**config.mk**
```make
export PLATFORM = sky130hd
export DESIGN_NAME = lgsl_head
export DESIGN_NICKNAME = d
export VERILOG_FILES = /design/src/lgsl_pkg.sv /design/src/lgsl_head.sv
export SDC_FILE = /design/constraint.sdc
export NUM_CORES = 1
export LEC_CHECK = 0
export BUFFER_PORTS_ARGS = -buffer_cell sky130_fd_sc_hd__buf_2
export CAP_MARGIN = 25
export CORE_ASPECT_RATIO = 1.2
export CORE_MARGIN = 5
export CORE_UTILIZATION = 40
export DETAILED_ROUTE_END_ITERATION = 8
export MAX_ROUTING_LAYER = met4
export PLACE_DENSITY = 0.63
export SYNTH_ARGS = -nofsm -noshare
export SYNTH_HDL_FRONTEND = slang
export SYNTH_SLANG_ARGS = --single-unit
```
**constraint.sdc**
```tcl
create_clock -name vclk -period 7.9
set_input_delay 0.79 -clock vclk [all_inputs]
set_output_delay 0.79 -clock vclk [all_outputs]
set_load 0.03 [all_outputs]
```
**src/lgsl_pkg.sv**
```systemverilog
// Shared types and constants for the LED gain slew limiter.
// No dependencies.
package lgsl_pkg;

    localparam int GAIN_W = 13;
    localparam logic [GAIN_W-1:0] UNITY_GAIN = 13'd4096;
    // floor(x / 15625) = (x * RECIP_15625) >> 40 for any x below 2^26
    localparam logic [26:0] RECIP_15625 = 27'd70368745;
    localparam logic [47:0] CEIL_ADD = 48'd999999;
    localparam logic [63:0] DT_CAP = 64'd4096000000;
    localparam logic [47:0] P_CAP = 48'd4096000000;

    localparam logic [1:0] FUNC_WRITE = 2'd0;
    localparam logic [1:0] FUNC_COMMIT = 2'd1;
    localparam logic [1:0] FUNC_ADVANCE = 2'd2;
    localparam logic [1:0] FUNC_READ = 2'd3;

    localparam logic CFG_SLEW = 1'b0;
    localparam logic CFG_ACTIVE = 1'b1;

    typedef struct packed {
        logic [GAIN_W-1:0] cur;
        logic [GAIN_W-1:0] goal;
    } t_entry;

    typedef enum logic [2:0] {
        OP_NONE,
        OP_WRITE,
        OP_SNAP,
        OP_STEP
    } t_op;

    typedef struct packed {
        logic changed;
        logic remaining;
        logic nonunity;
        logic goal_nonunity;
        logic goal_differs;
    } t_head_stat;

endpackage

```
**src/lgsl_head.sv**
```systemverilog
// Head of the ring: applies write, snap or slew step to the entry passing by.
// Depends on lgsl_pkg.
module lgsl_head (
    input  lgsl_pkg::t_op       i_op,
    input  lgsl_pkg::t_entry    i_ent,
    input  logic                i_hit,
    input  logic                i_active,
    input  logic [12:0]         i_target,
    input  logic [12:0]         i_step,
    output lgsl_pkg::t_entry    o_ent,
    output lgsl_pkg::t_head_stat o_stat
);
    logic [13:0] sum;
    logic [12:0] diff;
    logic [12:0] stepped;

    always_comb begin
        sum = {1'b0, i_ent.cur} + {1'b0, i_step};
        diff = i_ent.cur - i_ent.goal;
        if (i_ent.cur < i_ent.goal) begin
            stepped = (sum >= {1'b0, i_ent.goal}) ? i_ent.goal : sum[12:0];
        end else begin
            stepped = (diff <= i_step) ? i_ent.goal : i_ent.cur - i_step;
        end
    end

    always_comb begin
        o_ent = i_ent;
        case (i_op)
            lgsl_pkg::OP_WRITE: begin
                if (i_hit) o_ent.goal = i_target;
            end
            lgsl_pkg::OP_SNAP: begin
                o_ent.cur = lgsl_pkg::UNITY_GAIN;
            end
            lgsl_pkg::OP_STEP: begin
                if (i_active) o_ent.cur = stepped;
            end
            default: begin
            end
        endcase
        o_stat.changed = o_ent.cur != i_ent.cur;
        o_stat.remaining = i_active && (o_ent.cur != o_ent.goal);
        o_stat.nonunity = i_active && (o_ent.cur != lgsl_pkg::UNITY_GAIN);
        o_stat.goal_nonunity = i_active && (o_ent.goal != lgsl_pkg::UNITY_GAIN);
        o_stat.goal_differs = i_hit && (i_ent.goal != i_target);
    end
endmodule

```
==> reports/qor.json <==
{
  "critical_path": {
    "timing.critical_path.required_ps": 7110,
    "cp_data_arrival_time_ps": 6740,
    "setup.worst_path.start": "i_ent[13]",
    "path_buf_inv": 4,
    "path_max_fanout": 7,
    "setup.worst_path.class": "in -> out",
    "crit_path_end_kind": "output port",
    "slowest_delay_ps": 430,
    "cpLargestDelayFamily": "compound AO/OA/AOI/OAI gates",
    "cpMostUsedCell": "sky130_fd_sc_hd__a21oi_1",
    "timing.critical_path.from_type": "primary input",
    "critPathSlowestCell": "sky130_fd_sc_hd__o41a_1"
  },
  "cts": {
    "postCtsSetupRepairBufs": 0,
    "ctsResizeCount": 0,
    "cts_hold_repair.buffers": 0
  },
  "worst_hold_path": {
    "hold_class": "in -> out",
    "hold_start": "i_hit"
  },
  "routing": {
    "drt-wirelength-per-cell_um": 23.0,
    "initialDrtViolationCount": 319,
    "drtAntennaViolNets": 0,
    "avgViaCountPerCell": 6.31,
    "dr.pass1.iters": 6,
    "wl_um": 18600,
    "via_count": 5090,
    "route.detailed.drc": 0
  },
  "power": {
    "p_leak_nw": 2.17,
    "power_switching_mw": 0.335,
    "ir_worst_vdd_v": 0.0000525,
    "clock_power_share": 0,
    "p_int_mw": 0.187,
    "swShare": 0.642,
    "design_power_total_mw": 0.522,
    "power_frac_comb": 1.000,
    "power_frac_seq": 0,
    "powerDensity_mw_per_mm2": 111
  },
  "finish": {
    "ff_latch_area_um2": 0,
    "antenna_cells": 0,
    "stdcell_count": 807,
    "total_of_fill_cells_in_the_finished_design": 1126,
    "ff_latch_count": 0,
    "post_route_cells_drive_above_1_share": 0.179,
    "areaGrowthSynthToFinish_pct": 13.0,
    "final_nets": 807,
    "finalInstanceArea_mm2": 0.00470,
    "nClkBuffers": 0
  },
  "logic_synthesis": {
    "synth.cell_area_mm2": 0.00416,
    "synth.most_common_cell": "sky130_fd_sc_hd__ha_1",
    "post_synth_inst_count": 608,
    "synth.area.top_cells": "sky130_fd_sc_hd__ha_1 (19%), sky130_fd_sc_hd__xnor2_1 (6.3%), sky130_fd_sc_hd__a21oi_1 (6.0%)",
    "synthDominantCellAreaShare": 0.193,
    "yosysWarningCount": 0,
    "seq_area_frac_synth": 0,
    "ys_top_cells_by_count": "sky130_fd_sc_hd__ha_1 (64), sky130_fd_sc_hd__inv_1 (60), sky130_fd_sc_hd__a21oi_1 (50)",
    "synthesized_nets": 732,
    "synth.avg_cell_area_um2": 6.84,
    "ys_types": 82,
    "post_synthesis_cell_type_with_the_largest_combined_area": "sky130_fd_sc_hd__ha_1"
  },
  "grt": {
    "grt-ovfl-total": 0,
    "initial_antenna_violation_count": 0,
    "grt_pass1_vias": 4953,
    "track_usage": 0.291,
    "grt_first_pass_wirelength_um": 27400,
    "grt_start_max_net_pins": 20
  },
  "placement": {
    "io_buffers": 88,
    "place_hpwl_um": 15900,
    "gp_routability_congestion": 0.994,
    "numPlacedInstances": 807,
    "place_worst_setup_slack_ps": 321,
    "placedInstanceArea_mm2": 0.00470
  },
  "sta": {
    "timing.fmax_mhz": 133,
    "slew_headroom": 0.508,
    "max_transition_viols_final": 0,
    "final-setup-viol-count": 0,
    "timing.setup.tns_ps": 0,
    "setup_ws_ps": 371,
    "final_hold_viol_count": 0,
    "finalCritPeriodShare": 0.953,
    "grt_setup_unrepaired": "false",
    "timing_worst_slew_pin_value_ps": 717,
    "layout_min_cycle_time_ps": 7530
  },
  "status": {
    "outcome": "complete, no violations"
  },
  "flow_run": {
    "max-cap-violations": 0
  },
  "die": {
    "design.core.area_mm2": 0.0101,
    "io_pins": 88,
    "die_w_um": 103,
    "dieArea_mm2": 0.0125,
    "initial_utilization": 0.411,
    "row_count": 40,
    "floorplan.die.height_um": 122
  }
}
[metrics by stage]
stage / hold WS (ps) / util
floorplan: 1780 / -
global placement: 1950 / 0.464
detailed placement: 1960 / 0.464
CTS: 1960 / 0.464
global route: 1970 / 0.465
finish: 1960 / 0.465
[path summary, 6_finish.rpt]
check	endpoint	slack (ps)	cells past startpoint
worst min-delay path	o_stat[0]	1960	3
worst max-delay path	o_stat[3]	370	28
[metal layers]
| metal | vias to the layer above | wire, um | global-route usage |
|---|---|---|---|
| met1 | 2360 | 7330 | 0.338 |
| li1 | 2416 | - | - |
| met2 | 253 | 8890 | 0.496 |
| met5 | - | 0 | - |
| met4 | 0 | 1100 | 0.143 |
| met3 | 61 | 1260 | 0.0241 |
[cell families after synthesis]
kind of cell / count (synthesis) / synth area share
AO/OA/AOI/OAI: 210 / 0.357
XOR/XNOR: 42 / 0.0884
adder cells (fa/ha/maj): 67 / 0.207
buffers and inverters: 82 / 0.0806
multiplexers: 13 / 0.0322
AND/OR/NAND/NOR: 194 / 0.234
[layout by cell type (no fill, tap or decap), types with 8 or more instances in the layout]
cell type / n
sky130_fd_sc_hd__buf_2: 88
sky130_fd_sc_hd__ha_1: 64
sky130_fd_sc_hd__inv_1: 60
sky130_fd_sc_hd__a21oi_1: 50
sky130_fd_sc_hd__nand2_1: 48
sky130_fd_sc_hd__nor2_1: 48
sky130_fd_sc_hd__o21ai_0: 34
sky130_fd_sc_hd__xnor2_1: 30
sky130_fd_sc_hd__nor3_1: 20
sky130_fd_sc_hd__nand2b_1: 14
sky130_fd_sc_hd__nand3_1: 13
sky130_fd_sc_hd__a211oi_1: 12
sky130_fd_sc_hd__xor2_1: 12
sky130_fd_sc_hd__a21o_1: 10
sky130_fd_sc_hd__nor2b_1: 10
sky130_fd_sc_hd__mux2i_1: 10
sky130_fd_sc_hd__o21ai_1: 8
sky130_fd_sc_hd__nor4_1: 8
[layout make-up]
| class | instances | area, um2 | area share |
|---|---|---|---|
| multi-input cells | 526 | 3830 | 0.814 |
| inverters | 61 | 229 | 0.0487 |
| well taps | 126 | 158 | 0.0336 |
| repair buffers | 94 | 485 | 0.103 |
[power by group through the flow]
stage	clock network (mW)	registers [mW]	logic (mW)
after detailed placement	0	0	0.510
after CTS	0	0	0.513
final	0	0	0.522
after floorplan	0	0	0.357
after global routing	0	0	0.564
after global placement	0	0	0.505
Power figures use the tool's default switching activity.
