`src/lgsl_pkg.sv`:
```
// Shared types and constants for the LED gain slew limiter.
// No dependencies.
package lgsl_pkg;

    localparam int GAIN_W = 13;
    localparam logic [GAIN_W-1:0] UNITY_GAIN = 13'd4096;
    // floor(x / 15625) = (x * RECIP_15625) >> 40 for any x below 2^26
    localparam logic [26:0] RECIP_15625 = 27'd70368745;
    localparam logic [47:0] CEIL_ADD = 48'd999999;
    localparam logic [63:0] DT_CAP = 64'd4096000000;
    localparam logic [47:0] P_CAP = 48'd4096000000;

    localparam logic [1:0] FUNC_WRITE = 2'd0;
    localparam logic [1:0] FUNC_COMMIT = 2'd1;
    localparam logic [1:0] FUNC_ADVANCE = 2'd2;
    localparam logic [1:0] FUNC_READ = 2'd3;

    localparam logic CFG_SLEW = 1'b0;
    localparam logic CFG_ACTIVE = 1'b1;

    typedef struct packed {
        logic [GAIN_W-1:0] cur;
        logic [GAIN_W-1:0] goal;
    } t_entry;

    typedef enum logic [2:0] {
        OP_NONE,
        OP_WRITE,
        OP_SNAP,
        OP_STEP
    } t_op;

    typedef struct packed {
        logic changed;
        logic remaining;
        logic nonunity;
        logic goal_nonunity;
        logic goal_differs;
    } t_head_stat;

endpackage

```
`src/lgsl_step.sv`:
```
// Step limit unit: ceil(slew * dt / 1e6) capped at unity, or unity for a zero slew; one
// multiply, then a shift by 6 and a reciprocal multiply for the divide by 15625. Depends on lgsl_pkg.
module lgsl_step (
    input  logic        i_clk,
    input  logic        i_rst_n,
    input  logic        i_start,
    input  logic [63:0] i_dt,
    input  logic [15:0] i_slew,
    output logic        o_done,
    output logic [12:0] o_step
);
    typedef enum logic [3:0] {
        P_IDLE = 4'b0001,
        P_MUL  = 4'b0010,
        P_CHK  = 4'b0100,
        P_DIV  = 4'b1000
    } t_phase;

    t_phase      r_ph, n_ph;
    logic        r_cap, n_cap;
    logic [47:0] r_p, n_p;
    logic [25:0] r_rem, n_rem;
    logic [12:0] r_q, n_q;
    logic        r_done, n_done;
    logic [52:0] prod;

    always_comb begin
        n_ph = r_ph;
        n_cap = r_cap;
        n_p = r_p;
        n_rem = r_rem;
        n_q = r_q;
        n_done = 1'b0;
        prod = {27'd0, r_rem} * {26'd0, lgsl_pkg::RECIP_15625};
        case (r_ph)
            P_IDLE: begin
                if (i_start) n_ph = P_MUL;
            end
            P_MUL: begin
                n_cap = (i_slew == 16'd0) || (i_dt >= lgsl_pkg::DT_CAP);
                n_p = 48'(i_slew) * 48'(i_dt[31:0]);
                n_ph = P_CHK;
            end
            P_CHK: begin
                if (r_cap || r_p > lgsl_pkg::P_CAP) begin
                    n_q = lgsl_pkg::UNITY_GAIN;
                    n_done = 1'b1;
                    n_ph = P_IDLE;
                end else begin
                    // 1e6 = 64 * 15625: drop the power of two first
                    n_rem = 26'((r_p + lgsl_pkg::CEIL_ADD) >> 6);
                    n_ph = P_DIV;
                end
            end
            P_DIV: begin
                n_q = prod[52:40];
                n_done = 1'b1;
                n_ph = P_IDLE;
            end
            default: n_ph = P_IDLE;
        endcase
    end

    always_ff @(posedge i_clk) begin
        if (!i_rst_n) begin
            r_ph <= P_IDLE;
            r_done <= 1'b0;
        end else begin
            r_ph <= n_ph;
            r_done <= n_done;
        end
        r_cap <= n_cap;
        r_p <= n_p;
        r_rem <= n_rem;
        r_q <= n_q;
    end

    assign o_done = r_done;
    assign o_step = r_q;
endmodule

```
`config.mk`:
```
export PLATFORM = sky130hd
export DESIGN_NAME = lgsl_step
export DESIGN_NICKNAME = d
export VERILOG_FILES = /design/src/lgsl_pkg.sv /design/src/lgsl_step.sv
export SDC_FILE = /design/constraint.sdc
export NUM_CORES = 2
export LEC_CHECK = 0
export BUFFER_PORTS_ARGS = -buffer_cell sky130_fd_sc_hd__buf_2
export CAP_MARGIN = 20
export CORE_MARGIN = 2
export CORE_UTILIZATION = 55
export DETAILED_ROUTE_END_ITERATION = 7
export GPL_ROUTABILITY_DRIVEN = 0
export GPL_TIMING_DRIVEN = 1
export PLACE_DENSITY_LB_ADDON = 0.08
export SLEW_MARGIN = 20
export SYNTH_ARGS = -nofsm -noshare
export SYNTH_HDL_FRONTEND = slang
export SYNTH_SLANG_ARGS = --single-unit
```
`constraint.sdc`:
```
create_clock -name i_clk -period 8.45 [get_ports i_clk]
set_input_delay 0.4225 -clock i_clk [delete_from_list [all_inputs] [get_ports i_clk]]
set_output_delay 0.4225 -clock i_clk [all_outputs]
set_load 0.02 [all_outputs]
```
==> flow_summary_export.csv <==
group,metric,value,unit
outcome,outcome,"complete, no violations",
die,die_y,240,um
die,die_area,57700,um2
clock_tree,cts_max_path_buffers,2,
power_and_ir_drop,p_per_area,405,nW/um2
die,start_util,55.7,%
yosys,yosys.area_share.simple,12.3,%
yosys,postSynth.asyncResetShare,0,%
clock_tree,root_buffer,"clkbuf_16",
finish,regArea,2740,um2
clock_tree,cts_buffers,9,
global_routing,grtUsageTotal,28.4,%
yosys,ys.flop_type,"edfxtp_1",
worst_hold_path,hold_class,"in2reg",
clock_tree,cts_sinks,93,
clock_tree,htreeDepth,3,
yosys,synth_fp_nets,4341,
yosys,synth_compound_area_share,6.28,%
die,num_rows,86,
timing,skew,10.7,ps
run,max-cap-violations,0,
routing,firstDrtPassIters,7,
setup_path,arrival,7490,ps
yosys,synth-seq-cells,93,
power_and_ir_drop,peakVddDrop,0.000513,V
global_routing,grt_first_pass_wirelength,126000,um
timing,slew_violations,0,
timing,slew_headroom,39.2,%
setup_path,start_kind,"register",
routing,vias_per_cell,5.41,
clock_tree,clk_pin_slew,70,ps
timing,setup_tns,0,ps
yosys,yosysWarnings,0,
yosys,syn_inst,3226,
finish,syn2layout_area_growth,4.56,%
yosys,synthMuxAreaShare,0.0693,%
routing,ant_nets,0,
clock_tree,cts_tree,"yes",
setup_path,critPathKind,"reg2reg",
timing,clock.fmax,135,MHz
setup_path,critPathMaxFanout,7,
global_routing,overflow,0,
global_routing,grt_pass1_vias,24000,
placed_design,portBuffers,96,
clock_tree,cts_resized,0,
setup_path,cp-end-kind,"register",
power_and_ir_drop,p_leak,16.6,nW
yosys,synth_top_family_by_area,"adder cells",
finish,drive_gt1_share,4.75,%
die,core_area,55100,um2
die,ios,97,
routing,drt_iter0_drc,1134,
timing,worst_pin_slew,912,ps
yosys,synth_fa_ha_area_share,58.1,%
placed_design,dp_hpwl,63200,um
timing,hold_viol,0,
setup_path,required,8530,ps
yosys,ys_seq_area_share,8.94,%
yosys,synth_edf_count,88,
global_routing,grt_antenna_before_repair,0,
yosys,yosysUniqueCellTypes,67,
power_and_ir_drop,p_total,13.0,mW
clock_tree,postCtsHoldBufs,0,
routing,wire_per_inst,19.4,um
finish,diodes,0,
routing,drc,0,
timing,finalSetupViolations,0,
finish,num-fill-cells,4935,
clock_tree,clkLatencyLatePin,370,ps
yosys,syn_avg_cell_area,9.51,um2
finish,nets,4354,
timing,rsz0062_at_grt,"false",
timing,final.min_clock_period,7410,ps
yosys,synth-xor-area-share,2.45,%
die,die_x,240,um
finish,multi_input_area,24300,um2
routing,wl,77200,um
yosys,synth_area,30700,um2
timing,period_share,87.7,%
clock_tree,cts_setup_buffers,0,
routing,num_vias,21600,
global_routing,grt_max_degree,51,
layout make-up:
type	count	share of cell area, %
multi-input combinational	2160	75.7
sequential	93	8.55
inverter	874	10.2
timing repair buffer	101	1.61
clock buffer	9	0.702
clock inverter	7	0.261
tap	748	2.92
cells by family (layout without fill, tap and decap cells):
logic type               count (synthesis)  in the layout
XOR/XNOR                                86             86
multiplexers                             2              2
adder cells (fa/ha/maj)               1032           1032
flip-flops                              93             93
buffers and inverters                  973            991
AND/OR/NAND/NOR                        767            767
AO/OA/AOI/OAI                          273            273
state kept, by name, summed over array words and instances, names as in the netlist:
name / count
o_step: 13
o_done: 1
r_cap: 1
r_ph: 4
r_p: 48
r_rem: 26
worst max-delay path, cell delays in order, from the launching register on:
cell and delay [ps]:
edfxtp_1 670, inv_1 130, fa_1 590, inv_1 110
fa_1 470, fa_1 540, inv_1 60, fa_1 500
inv_1 60, fa_1 520, fa_1 500, inv_1 50
fa_1 480, inv_1 40, ha_1 330, a21oi_1 220
o221ai_1 170, a221oi_1 290, a31oi_1 200, o311ai_2 440
o21ai_2 180, a221oi_2 280, xor2_1 180, nand3_1 100
where the power goes:
part | switching [mW] | total [mW] | internal [mW] | leakage, nW
clock network | 0.202 | 0.414 | 0.213 | 0.152
logic | 6.68 | 11.4 | 4.69 | 15.6
registers | 0.0609 | 1.21 | 1.15 | 0.814
cells in the mapped netlist (14+ instances only):
master    count  area [um2]
inv_1       874        3280
fa_1        654       13100
ha_1        378        4730
nand2_1     369        1390
and2_1      214        1340
clkbuf_1     94         353
edfxtp_1     88        2640
a21oi_1      80         400
a21o_1       65         488
xnor2_1      57         499
nor2_1       46         173
o21ai_0      31         155
xor2_1       29         254
nor4_1       26         163
nand4_1      24         150
nand3_1      23         115
and3_1       15        93.8
o21bai_1     14         105
routing by layer:
metal	global-route usage [%]	vias to the layer above	share of wire (%)
li1	-	9795	-
met1	36.6	11000	41
met2	49.6	693	49
met3	2.81	138	5.7
met4	10.6	0	3.7
met5	0	-	0
cells in the final DEF, fill, tap and decap left out, types with 3 or more instances in the layout:
master	instances
o31ai_1	6
a21oi_1	80
or3_1	4
o21a_1	3
inv_8	3
a211oi_1	11
clkbuf_16	9
buf_2	96
nand2_1	369
inv_1	874
nand2b_1	7
a221oi_1	3
and4_4	3
a41oi_1	3
nor2b_1	8
or2_2	9
o221ai_1	3
xnor2_1	57
o21bai_1	14
ha_1	378
buf_4	5
o22ai_1	3
dfxtp_1	5
nor3_1	11
o21ai_2	3
a2111oi_0	3
o211ai_1	6
a21boi_0	3
fa_1	654
nand3_1	23
and2_1	214
nor4_1	26
edfxtp_1	88
nor2_1	45
a31oi_1	9
and3_1	15
nand4_1	24
xor2_1	29
a21o_1	65
o21ai_0	31
per-stage QoR:
| step | hold WS (ps) | setup slack, ps | instances | cell area [um2] | util [%] |
|---|---|---|---|---|---|
| final | 309 | 1040 | 3992 | 32100 | 58.3 |
| after global routing | 305 | 697 | 3992 | 32100 | 58.3 |
| after CTS | 294 | 1020 | 3992 | 32100 | 58.2 |
| after detailed placement | 527 | 1090 | 3976 | 31800 | 57.7 |
| after global placement | 524 | 1140 | 3976 | 31800 | 57.7 |
| after floorplan | 473 | 1970 | 3226 | 30700 | - |
worst paths after layout:
kind                            slack (ps)         end  cells past startpoint     start
worst max-delay path                  1040  o_step[12]                     23  r_rem[8]
worst min-delay path                   310      o_done                      2   i_rst_n
worst max register to register        1040  o_step[12]                     23  r_rem[8]
worst min register to register         570     r_ph[1]                      1   r_ph[2]
No activity file was read; power rests on OpenSTA's default activity.
