<file path="config.mk">
export PLATFORM = sky130hd
export DESIGN_NAME = lgsl_cell
export DESIGN_NICKNAME = d
export VERILOG_FILES = /design/src/lgsl_pkg.sv /design/src/lgsl_cell.sv
export SDC_FILE = /design/constraint.sdc
export NUM_CORES = 1
export LEC_CHECK = 0
export BUFFER_PORTS_ARGS = -buffer_cell sky130_fd_sc_hd__buf_2
export CAP_MARGIN = 20
export CORE_ASPECT_RATIO = 1.5
export CORE_MARGIN = 2
export CORE_UTILIZATION = 38
export DETAILED_ROUTE_END_ITERATION = 12
export GPL_TIMING_DRIVEN = 0
export PLACE_DENSITY = 0.78
export SLEW_MARGIN = 10
export SYNTH_ARGS = -nofsm -noshare
export SYNTH_HDL_FRONTEND = slang
export SYNTH_SLANG_ARGS = --single-unit
</file>
<file path="constraint.sdc">
create_clock -name i_clk -period 0.9 [get_ports i_clk]
set_clock_uncertainty 0.1 [all_clocks]
set_input_delay 0.18 -clock i_clk [delete_from_list [all_inputs] [get_ports i_clk]]
set_output_delay 0.18 -clock i_clk [all_outputs]
set_load 0.005 [all_outputs]
</file>
<file path="src/lgsl_pkg.sv">
// Shared types and constants for the LED gain slew limiter.
// No dependencies.
package lgsl_pkg;

    localparam int GAIN_W = 13;
    localparam logic [GAIN_W-1:0] UNITY_GAIN = 13'd4096;
    // floor(x / 15625) = (x * RECIP_15625) >> 40 for any x below 2^26
    localparam logic [26:0] RECIP_15625 = 27'd70368745;
    localparam logic [47:0] CEIL_ADD = 48'd999999;
    localparam logic [63:0] DT_CAP = 64'd4096000000;
    localparam logic [47:0] P_CAP = 48'd4096000000;

    localparam logic [1:0] FUNC_WRITE = 2'd0;
    localparam logic [1:0] FUNC_COMMIT = 2'd1;
    localparam logic [1:0] FUNC_ADVANCE = 2'd2;
    localparam logic [1:0] FUNC_READ = 2'd3;

    localparam logic CFG_SLEW = 1'b0;
    localparam logic CFG_ACTIVE = 1'b1;

    typedef struct packed {
        logic [GAIN_W-1:0] cur;
        logic [GAIN_W-1:0] goal;
    } t_entry;

    typedef enum logic [2:0] {
        OP_NONE,
        OP_WRITE,
        OP_SNAP,
        OP_STEP
    } t_op;

    typedef struct packed {
        logic changed;
        logic remaining;
        logic nonunity;
        logic goal_nonunity;
        logic goal_differs;
    } t_head_stat;

endpackage

</file>
<file path="src/lgsl_cell.sv">
// One cell of the gain ring: holds one LED entry, takes its neighbor's entry when shifting.
// Depends on lgsl_pkg.
module lgsl_cell (
    input  logic            i_clk,
    input  logic            i_rst_n,
    input  logic            i_shift,
    input  lgsl_pkg::t_entry i_ent,
    output lgsl_pkg::t_entry o_ent
);
    lgsl_pkg::t_entry r_ent;
    lgsl_pkg::t_entry n_ent;

    always_comb begin
        n_ent = i_shift ? i_ent : r_ent;
    end

    always_ff @(posedge i_clk) begin
        if (!i_rst_n) begin
            r_ent.cur <= lgsl_pkg::UNITY_GAIN;
            r_ent.goal <= lgsl_pkg::UNITY_GAIN;
        end else begin
            r_ent <= n_ent;
        end
    end

    assign o_ent = r_ent;
endmodule

</file>
==> results of run 1 <==
==> worst paths after layout <==
| kind | startpoint | endpoint | slack [ns] | cells after the start |
|---|---|---|---|---|
| worst min-delay path | i_ent[12] | o_ent[12] | -0.02 | 3 |
| worst min register to register | o_ent[25] | o_ent[25] | 0.38 | 2 |
| worst max register to register | o_ent[2] | o_ent[2] | 0.16 | 2 |
| worst max-delay path | o_ent[4] | o_ent[4] | -0.15 | 1 |
==> area by class of cell <==
type | count | area (um^2)
Fill cell | 226 | 1080
Timing Repair Buffer | 53 | 297
Multi-Input combinational cell | 52 | 418
Clock buffer | 4 | 36.3
Tap cell | 24 | 30.0
Buffer | 5 | 58.8
Sequential cell | 26 | 553
==> cell usage after synthesis <==
master	instances
buf_12	2
buf_6	1
clkbuf_1	2
dfxtp_1	26
mux2i_1	26
nand2_1	2
nor2b_1	24
==> cells by family (layout without fill, tap and decap cells) <==
kind of cell  Yosys count  count (layout)
mux                    26              26
flops                  26              26
simple gates           26              26
buf+inv                 5              62
==> power by group <==
group	leakage (nW)	switching, mW	total [mW]	internal (mW)
sequential	0.223	0.0333	1.27	1.23
clock	0.0210	0.317	0.564	0.247
combinational	0.466	0.128	0.333	0.205
==> layer usage <==
metal,global-route usage [%],up-vias
li1,-,384
met5,0,-
met1,12.8,322
met2,22.5,35
met3,2.44,0
met4,4.29,0
==> cells in the final DEF, fill, tap and decap left out, drive strengths merged <==
master / instances
dfxtp: 26
nand2: 2
nor2b: 24
clkbuf: 6
buf: 56
mux2i: 26
==> worst min-delay path: stages <==
cell and delay [ns]:
buf_2 0.07, mux2i_1 0.05, nand2_1 0.05
==> stage by stage <==
| step | util (%) | cell area (um^2) |
|---|---|---|
| after global placement | 52.2 | 1290 |
| after floorplan | - | 997 |
| final | 56.2 | 1390 |
| after CTS | 54.7 | 1360 |
| after detailed placement | 52.2 | 1290 |
| after global routing | 56.2 | 1390 |
==> what timing repair did <==
item | CTS | global route
resized for setup | 22 | 9
endpoints found under the hold margin | 2 | 2
endpoints found under the setup margin | 26 | 26
==> flow_metrics.tcl, run 1 <==
set metrics [dict create \
    crit_arrival_ns 0.77 \
    worstSetupEndpointType "output pin" \
    yosys.area_share.simple_pct 15.8 \
    largest_reg_flops 26 \
    dp_hpwl_mm 1.44 \
    ys_seq_area_share_pct 52.2 \
    synth_area_leader_cell "dfxtp_1" \
    fin_crit_ns 1.05 \
    synth.area.top_cells "dfxtp_1, mux2i_1, nor2b_1" \
    crit_chain "buf_2" \
    overflow 0 \
    dp.cells 160 \
    root_buffer "clkbuf_4" \
    outcome "finished with violations" \
    cp.required_ns 0.62 \
    clkTransAtPathRegs_ns 0.13 \
    cpMaxStageDelayCell "dfxtp_2" \
    synthMuxAreaShare_pct 26.1 \
    ys_seq_elements 26 \
    hold-worst-slack_ns -0.0179 \
    dieArea_um2 3060 \
    wirelength_met1_um 720 \
    clkSinkCount 26 \
    vias 741 \
    routed.top_layer "met3" \
    synth-compound-area-share_pct 0 \
    critical_path.top_delay_family "flip-flops" \
    cp_slowest_stage_delay_ns 0.35 \
    maxSlewViolCount 0 \
    worstSetupPathType "reg2out" \
    die_height_um 66.7 \
    rows 22 \
    grt_max_degree 15 \
    ir_worst_vdd_mv 0.865 \
    h-tree-depth 1 \
    wire_per_inst_um 10.9 \
    tightestPinTransition_ns 0.319 \
    dr_wl_met3_um 126 \
    fin_crit_sh_pct 117 \
    cp.buffers_inverters 1 \
    max-cap-violations 0 \
    finalSetupViolCount 26 \
    cts_tree "done" \
    fin_cells 164 \
    cp-start-kind "flop" \
    drive_above_1_share_pct 61.4 \
    synth_top_family_by_area "multiplexers" \
    ant_nets 0 \
    start_util_pct 40.3 \
    core_um2 2480 \
    place_ws_ns -0.0938 \
    netlist_instances 83 \
    io_buffers 53 \
    post_cts_buffers 0 \
    crit_fanout 2 \
    grt_pass1_vias 644 \
    place_congestion 0.695 \
    drc 0 \
    holdCritPathClass "in2reg" \
    antenna_found_initial 0 \
    setup_slack_ns -0.152 \
    wl_met2_um 946 \
    synth_xor_area_share_pct 0 \
    die_w_um 45.8 \
    synthDistinctLibCells 7 \
    synthAdderAreaFrac_pct 0 \
    clock_insertion_delay_worst_skew_ns 0.31 \
    fin_nets 170 \
    diodes 0 \
    grt_usage_pct 12.1 \
    max_freq_mhz 950 \
    p_leak_nw 0.710 \
    vias_per_cell 4.52 \
    cts_buffers 3 \
    first_iter_violations 12 \
    cts_max_path_buffers 2 \
    finalHoldViolCount 2 \
    area_delta_synth_final_pct 39.6 \
    setup_tns_ns -3.66 \
    yosysWarnings 0 \
    grt_pass1_wl_mm 2.74 \
    p_per_area_nw_per_um2 1550 \
    total_power_mw 2.16 \
    wirelength_mm 1.79 \
    io_pins 55 \
    first_pass_iters 2 \
    syn_area_um2 997 \
    violations "hold timing, setup timing" \
    rsz0062_at_grt "true" \
    synth.avg_cell_area_um2 12.0 \
    synth_top_area_share_pct 52.2 \
    relSlewSlack_pct 78.7 \
    synth_nets 112 \
]
No activity file was read; power rests on OpenSTA's default activity.
==> run 2, diff against run 1 <==
--- a/config.mk
+++ b/config.mk
@@ -5,14 +5,15 @@
 export SDC_FILE = /design/constraint.sdc
 export NUM_CORES = 1
 export LEC_CHECK = 0
+export ABC_AREA = 1
 export BUFFER_PORTS_ARGS = -buffer_cell sky130_fd_sc_hd__buf_2
 export CAP_MARGIN = 20
 export CORE_ASPECT_RATIO = 1.5
 export CORE_MARGIN = 2
-export CORE_UTILIZATION = 38
+export CORE_UTILIZATION = 40
 export DETAILED_ROUTE_END_ITERATION = 12
 export GPL_TIMING_DRIVEN = 0
-export PLACE_DENSITY = 0.78
+export PLACE_DENSITY = 0.79
 export SLEW_MARGIN = 10
 export SYNTH_ARGS = -nofsm -noshare
 export SYNTH_HDL_FRONTEND = slang
==> run 2 against run 1 <==
The run ends with setup timing left. Hold slack improved by 0.048 ns. Synthesized cell count increased by 95%. Non-clock buffer count increased by 3. Largest cell class unchanged.
==> flow_metrics.tcl, run 2 <==
set metrics [dict create \
    outcome "finished with violations" \
    violations "setup timing" \
    holdPathStages 3 \
    cp.buffers_inverters 1 \
    synth_nets 191 \
    post_cts_buffers 0 \
    vias 1041 \
    io_buffers 52 \
    dp_hpwl_mm 1.68 \
    fin_nets 248 \
    root_buffer "clkbuf_8" \
    largest_reg_flops 26 \
    ys_seq_area_share_pct 47.9 \
    crit_arrival_ns 0.71 \
    fin_crit_ns 0.985 \
    final_common_cell "nand2_1" \
    internal-power_mw 1.77 \
    synth_flop_cell "dfxtp_1" \
    drive_above_1_share_pct 41.5 \
    dpl_cell_area_um2 1390 \
    power_frac_clock_pct 27.1 \
    wirelength_mm 2.24 \
    tightestPinTransition_ns 0.101 \
    rows 23 \
    place_ws_ns 0.0644 \
    worstSetupPathType "reg2out" \
    cp_slowest_stage_delay_ns 0.33 \
    yosysWarnings 0 \
    area_delta_synth_final_pct 40.8 \
    netlist_instances 162 \
    finalSetupViolCount 26 \
    cp.required_ns 0.62 \
    fin_area_um2 1530 \
    place_congestion 0.702 \
    holdCritPathClass "in2reg" \
    ys_seq_elements 26 \
    max_freq_mhz 1020 \
    core_um2 2620 \
    grt_max_degree 14 \
    antenna_found_initial 0 \
    p_leak_nw 0.901 \
    finalHoldViolCount 0 \
    die_w_um 46.5 \
    clock_insertion_delay_worst_skew_ns 0.26 \
    reg2reg_depth 2 \
    syn_area_um2 1090 \
    diodes 0 \
    fin_util_pct 58.4 \
    synth.most_common_cell "nand2_1" \
    overflow 0 \
    fin_crit_sh_pct 109 \
    synth.area.top_cells "dfxtp_1, nand2_1, nor2_1" \
    p_per_area_nw_per_um2 1520 \
    grt_pass1_wl_mm 3.68 \
    p_comb_share_pct 17.5 \
    fillCellCount 283 \
    wire_per_inst_um 8.81 \
    hold-worst-slack_ns 0.0300 \
    clkTransAtPathRegs_ns 0.08 \
    h-tree-depth 1 \
    ir_worst_vdd_mv 0.965 \
    vias_per_cell 4.10 \
    synth_top_area_share_pct 47.9 \
    cts_buffers 3 \
    maxSlewViolCount 0 \
    yosys-top-cells-count "nand2_1, nor2_1, dfxtp_1, inv_1, buf_6" \
    grt_pass1_vias 939 \
    worstSetupEndpointType "output pin" \
    synth.avg_cell_area_um2 6.70 \
    clkSinkCount 26 \
    async_reset_ff_share_pct 0 \
    first_pass_iters 4 \
    ant_nets 0 \
    relSlewSlack_pct 93.2 \
    first_iter_violations 14 \
    crit_fanout 2 \
    synth_area_leader_cell "dfxtp_1" \
    final_cell_mix "nand2_1, nor2_1, buf_2" \
    synth_edf_count 0 \
    grt_usage_pct 15.9 \
    start_util_pct 41.5 \
    crit_cells 1 \
    setup_slack_ns -0.0851 \
    cts_tree "done" \
    die_height_um 67.8 \
    swShare_pct 24.0 \
    rsz0062_at_grt "true" \
    critical_path.top_delay_family "flip-flops" \
    cpMaxStageDelayCell "dfxtp_2" \
    p_sw_uw 557 \
    cp-start-kind "flop" \
    crit_chain "buf_2" \
    power_frac_seq_pct 55.4 \
    io_pins 55 \
    max-cap-violations 0 \
    synthDistinctLibCells 7 \
    drc 0 \
    cts_max_path_buffers 2 \
    dieArea_um2 3160 \
]
run 2: path summary, 6_finish.rpt:
path | startpoint | endpoint | slack [ns]
hold / removal | i_ent[25] | o_ent[25] | 0.03
setup reg to reg | o_ent[23] | o_ent[23] | 0.22
setup / recovery | o_ent[9] | o_ent[9] | -0.09
hold reg to reg | o_ent[12] | o_ent[12] | 0.35
run 2: kinds of logic (layout without fill, tap and decap cells):
kind of cell | count (synthesis) | count (layout) | synth area share (%)
buf+inv | 34 | 89 | 16.6
simple gates | 102 | 102 | 35.5
flops | 26 | 26 | 47.9
run 2: timing repair:
action / CTS / global route
resized for setup: 27 / 9
hold buffers: 0 / 0
setup endpoints to repair: 26 / 26
run 2: power groups by stage:
stage / sequential [mW] / clock (mW) / combinational [mW]
after detailed placement: 1.29 / 0 / 0.380
after floorplan: 1.30 / 0 / 0.204
after global placement: 1.29 / 0 / 0.372
after global routing: 1.30 / 0.689 / 0.472
after CTS: 1.28 / 0.653 / 0.392
final: 1.29 / 0.631 / 0.408
run 2: metrics by stage:
step / power (mW) / setup TNS, ns / std cells
floorplan: 1.51 / 0 / 162
global placement: 1.66 / 0 / 251
detailed placement: 1.67 / 0 / 251
CTS: 2.33 / -2.25 / 254
global route: 2.46 / -2.77 / 254
finish: 2.33 / -2.04 / 254
run 2: layout make-up:
class	count	area [um^2]	area share, %
buffer	9	86.3	5.65
clock buffer	3	41.3	2.70
inverter	25	93.8	6.14
multi-input combinational	102	385	25.2
sequential	26	553	36.2
tap	37	46.3	3.03
timing repair buffer	52	323	21.1
run 2: routing by layer:
metal,up-vias,track usage (%),wire length (um)
met5,-,0,0
met4,0,7.50,27
met3,2,2.64,106
met2,29,29.2,1190
met1,444,16.8,913
li1,566,-,-
==> run 3, diff against run 2 <==
--- a/config.mk
+++ b/config.mk
@@ -10,10 +10,11 @@
 export CAP_MARGIN = 20
 export CORE_ASPECT_RATIO = 1.5
 export CORE_MARGIN = 2
-export CORE_UTILIZATION = 40
+export CORE_UTILIZATION = 44
+export CTS_BUF_LIST = sky130_fd_sc_hd__clkbuf_16
 export DETAILED_ROUTE_END_ITERATION = 12
 export GPL_TIMING_DRIVEN = 0
-export PLACE_DENSITY = 0.79
+export PLACE_DENSITY = 0.83
 export SLEW_MARGIN = 10
 export SYNTH_ARGS = -nofsm -noshare
 export SYNTH_HDL_FRONTEND = slang
==> constraint.sdc (replaced) <==
create_clock -name i_clk -period 1.1 [get_ports i_clk]
set_clock_uncertainty 0.1 [all_clocks]
set_input_delay 0.22 -clock i_clk [delete_from_list [all_inputs] [get_ports i_clk]]
set_output_delay 0.22 -clock i_clk [all_outputs]
set_load 0.005 [all_outputs]
==> run 3 against run 2 <==
The flow now finishes without violations. Register-to-register slack gained 0.21 ns. Clock-buffer cell count is the same. Largest power group unchanged. Hold slack gained 0.049 ns. Critical path depth is the same. Sequential cell count is the same. Via count is essentially flat. Combinational power shrank 25%. Power shrank 9.5%. First-iteration DRC count grew 71%. Final area shrank 5.1%. Global-route usage grew 1.0 points. Die area shrank 8.4%.
==> flow_metrics.tcl, run 3 (synthesis gave the netlist of run 2 again) <==
set metrics [dict create \
    outcome "completed" \
    drc 0 \
    finalHoldViolCount 0 \
    r2r_start "o_ent[13]" \
    fin_crit_sh_pct 93.6 \
    h-tree-depth 1 \
    drive_above_1_share_pct 29.5 \
    cts_buffers 3 \
    r2r-end "o_ent[13]" \
    grt_pass1_vias 970 \
    fin_nets 248 \
    cpMaxStageDelayCell "dfxtp_1" \
    place_congestion 0.743 \
    finalSetupViolCount 0 \
    io_buffers 52 \
    cts_max_path_buffers 2 \
    p_sw_uw 462 \
    power_frac_clock_pct 36.2 \
    overflow 0 \
    cp-start-kind "flop" \
    fin_crit_ns 1.03 \
    final_cell_mix "nand2_1, buf_2, nor2_1" \
    setup_slack_ns 0.0701 \
    maxSlewViolCount 0 \
    area_delta_synth_final_pct 33.6 \
    diodes 0 \
    crit_fanout 2 \
    cts_tree "done" \
    largest_reg_flops 26 \
    first_iter_violations 24 \
    fin_util_pct 60.6 \
    die_w_um 44.6 \
    start_util_pct 45.4 \
    hold-worst-slack_ns 0.0785 \
    cp.buffers_inverters 1 \
    r2r_setup_slack_ns 0.43 \
    p_leak_nw 0.897 \
    reg2reg_depth 2 \
    crit_chain "buf_2" \
    swShare_pct 21.9 \
    p_comb_share_pct 14.5 \
    crit_arrival_ns 0.71 \
    grt_usage_pct 16.9 \
    dp_hpwl_mm 1.63 \
    grt_max_degree 14 \
    fin_cells 241 \
    cp-endpoint "o_ent[13]" \
    ir_worst_vdd_mv 0.846 \
    grt_pass1_wl_mm 3.76 \
    relSlewSlack_pct 92.8 \
    setup_tns_ns 0 \
    max_freq_mhz 971 \
    max-cap-violations 0 \
    dieArea_um2 2890 \
    fillCellCount 248 \
    post_cts_buffers 0 \
    die_height_um 64.8 \
    worstSetupEndpointType "output pin" \
    cp_slowest_stage_delay_ns 0.34 \
    critical_path.top_delay_family "flip-flops" \
    rows 22 \
    place_ws_ns 0.223 \
    vias_per_cell 4.32 \
    total_power_mw 2.11 \
    hp-start "i_ent[12]" \
    postCtsHoldBufs 0 \
    wirelength_mm 2.12 \
    internal-power_mw 1.64 \
    clock_insertion_delay_worst_skew_ns 0.25 \
    ant_nets 0 \
    power_frac_seq_pct 49.3 \
    worstSetupPathType "reg2out" \
    ctsResizeCount 0 \
    startpoint "o_ent[13]" \
    clkSinkCount 26 \
    tightestPinTransition_ns 0.108 \
    holdCritPathClass "in2reg" \
    io_pins 55 \
    crit_cells 1 \
    antenna_found_initial 0 \
    cp.required_ns 0.78 \
    vias 1040 \
    core_um2 2390 \
    p_per_area_nw_per_um2 1450 \
    wire_per_inst_um 8.80 \
    dpl_cell_area_um2 1380 \
    rsz0062_at_grt "false" \
    first_pass_iters 2 \
    clkTransAtPathRegs_ns 0.06 \
    dp.cells 238 \
    fin_area_um2 1450 \
    root_buffer "clkbuf_16" \
]
==> run 3: cell counts in the layout (fill, tap and decap cells not counted) <==
No cell type changed its count.
==> run 3: layout make-up <==
class | count | area, um^2 | area share [%]
plain buffers | 9 | 86.3 | 5.95
clock buffers | 3 | 75.1 | 5.17
inverters | 25 | 93.8 | 6.47
multi-input cells | 102 | 385 | 26.6
flip-flops and latches | 26 | 520 | 35.9
well taps | 24 | 30.0 | 2.07
repair buffers | 52 | 260 | 17.9
==> run 3: worst min path at each step <==
stage	end	slack, ns	depth (start not counted)
global placement	o_ent[25]	0.33	2
finish	o_ent[12]	0.08	3
detailed placement	o_ent[12]	0.34	3
CTS	o_ent[12]	0.08	3
global route	o_ent[25]	0.09	3
floorplan	o_ent[12]	0.25	2
==> run 3: worst register-to-register path, cell delays in order, from the launching register on <==
cell and delay, ns:
dfxtp_1 0.34, nor2_1 0.04, nor2_1 0.12
==> run 3: routing by layer <==
| layer | vias to the layer above | share of wire, % | track usage, % |
|---|---|---|---|
| met2 | 24 | 54 | 32.4 |
| met4 | 0 | 1.4 | 6.82 |
| met5 | - | 0 | 0 |
| met3 | 2 | 3.8 | 2.79 |
| met1 | 448 | 41 | 16.9 |
| li1 | 566 | - | - |
==> run 3: power by group through the flow <==
stage	combinational [mW]	sequential, mW	clock [mW]
4_1_cts	0.311	1.04	0.791
3_3_place_gp	0.306	1.06	0
5_1_grt	0.356	1.05	0.823
2_1_floorplan	0.167	1.07	0
3_5_place_dp	0.311	1.06	0
6_report	0.306	1.04	0.762
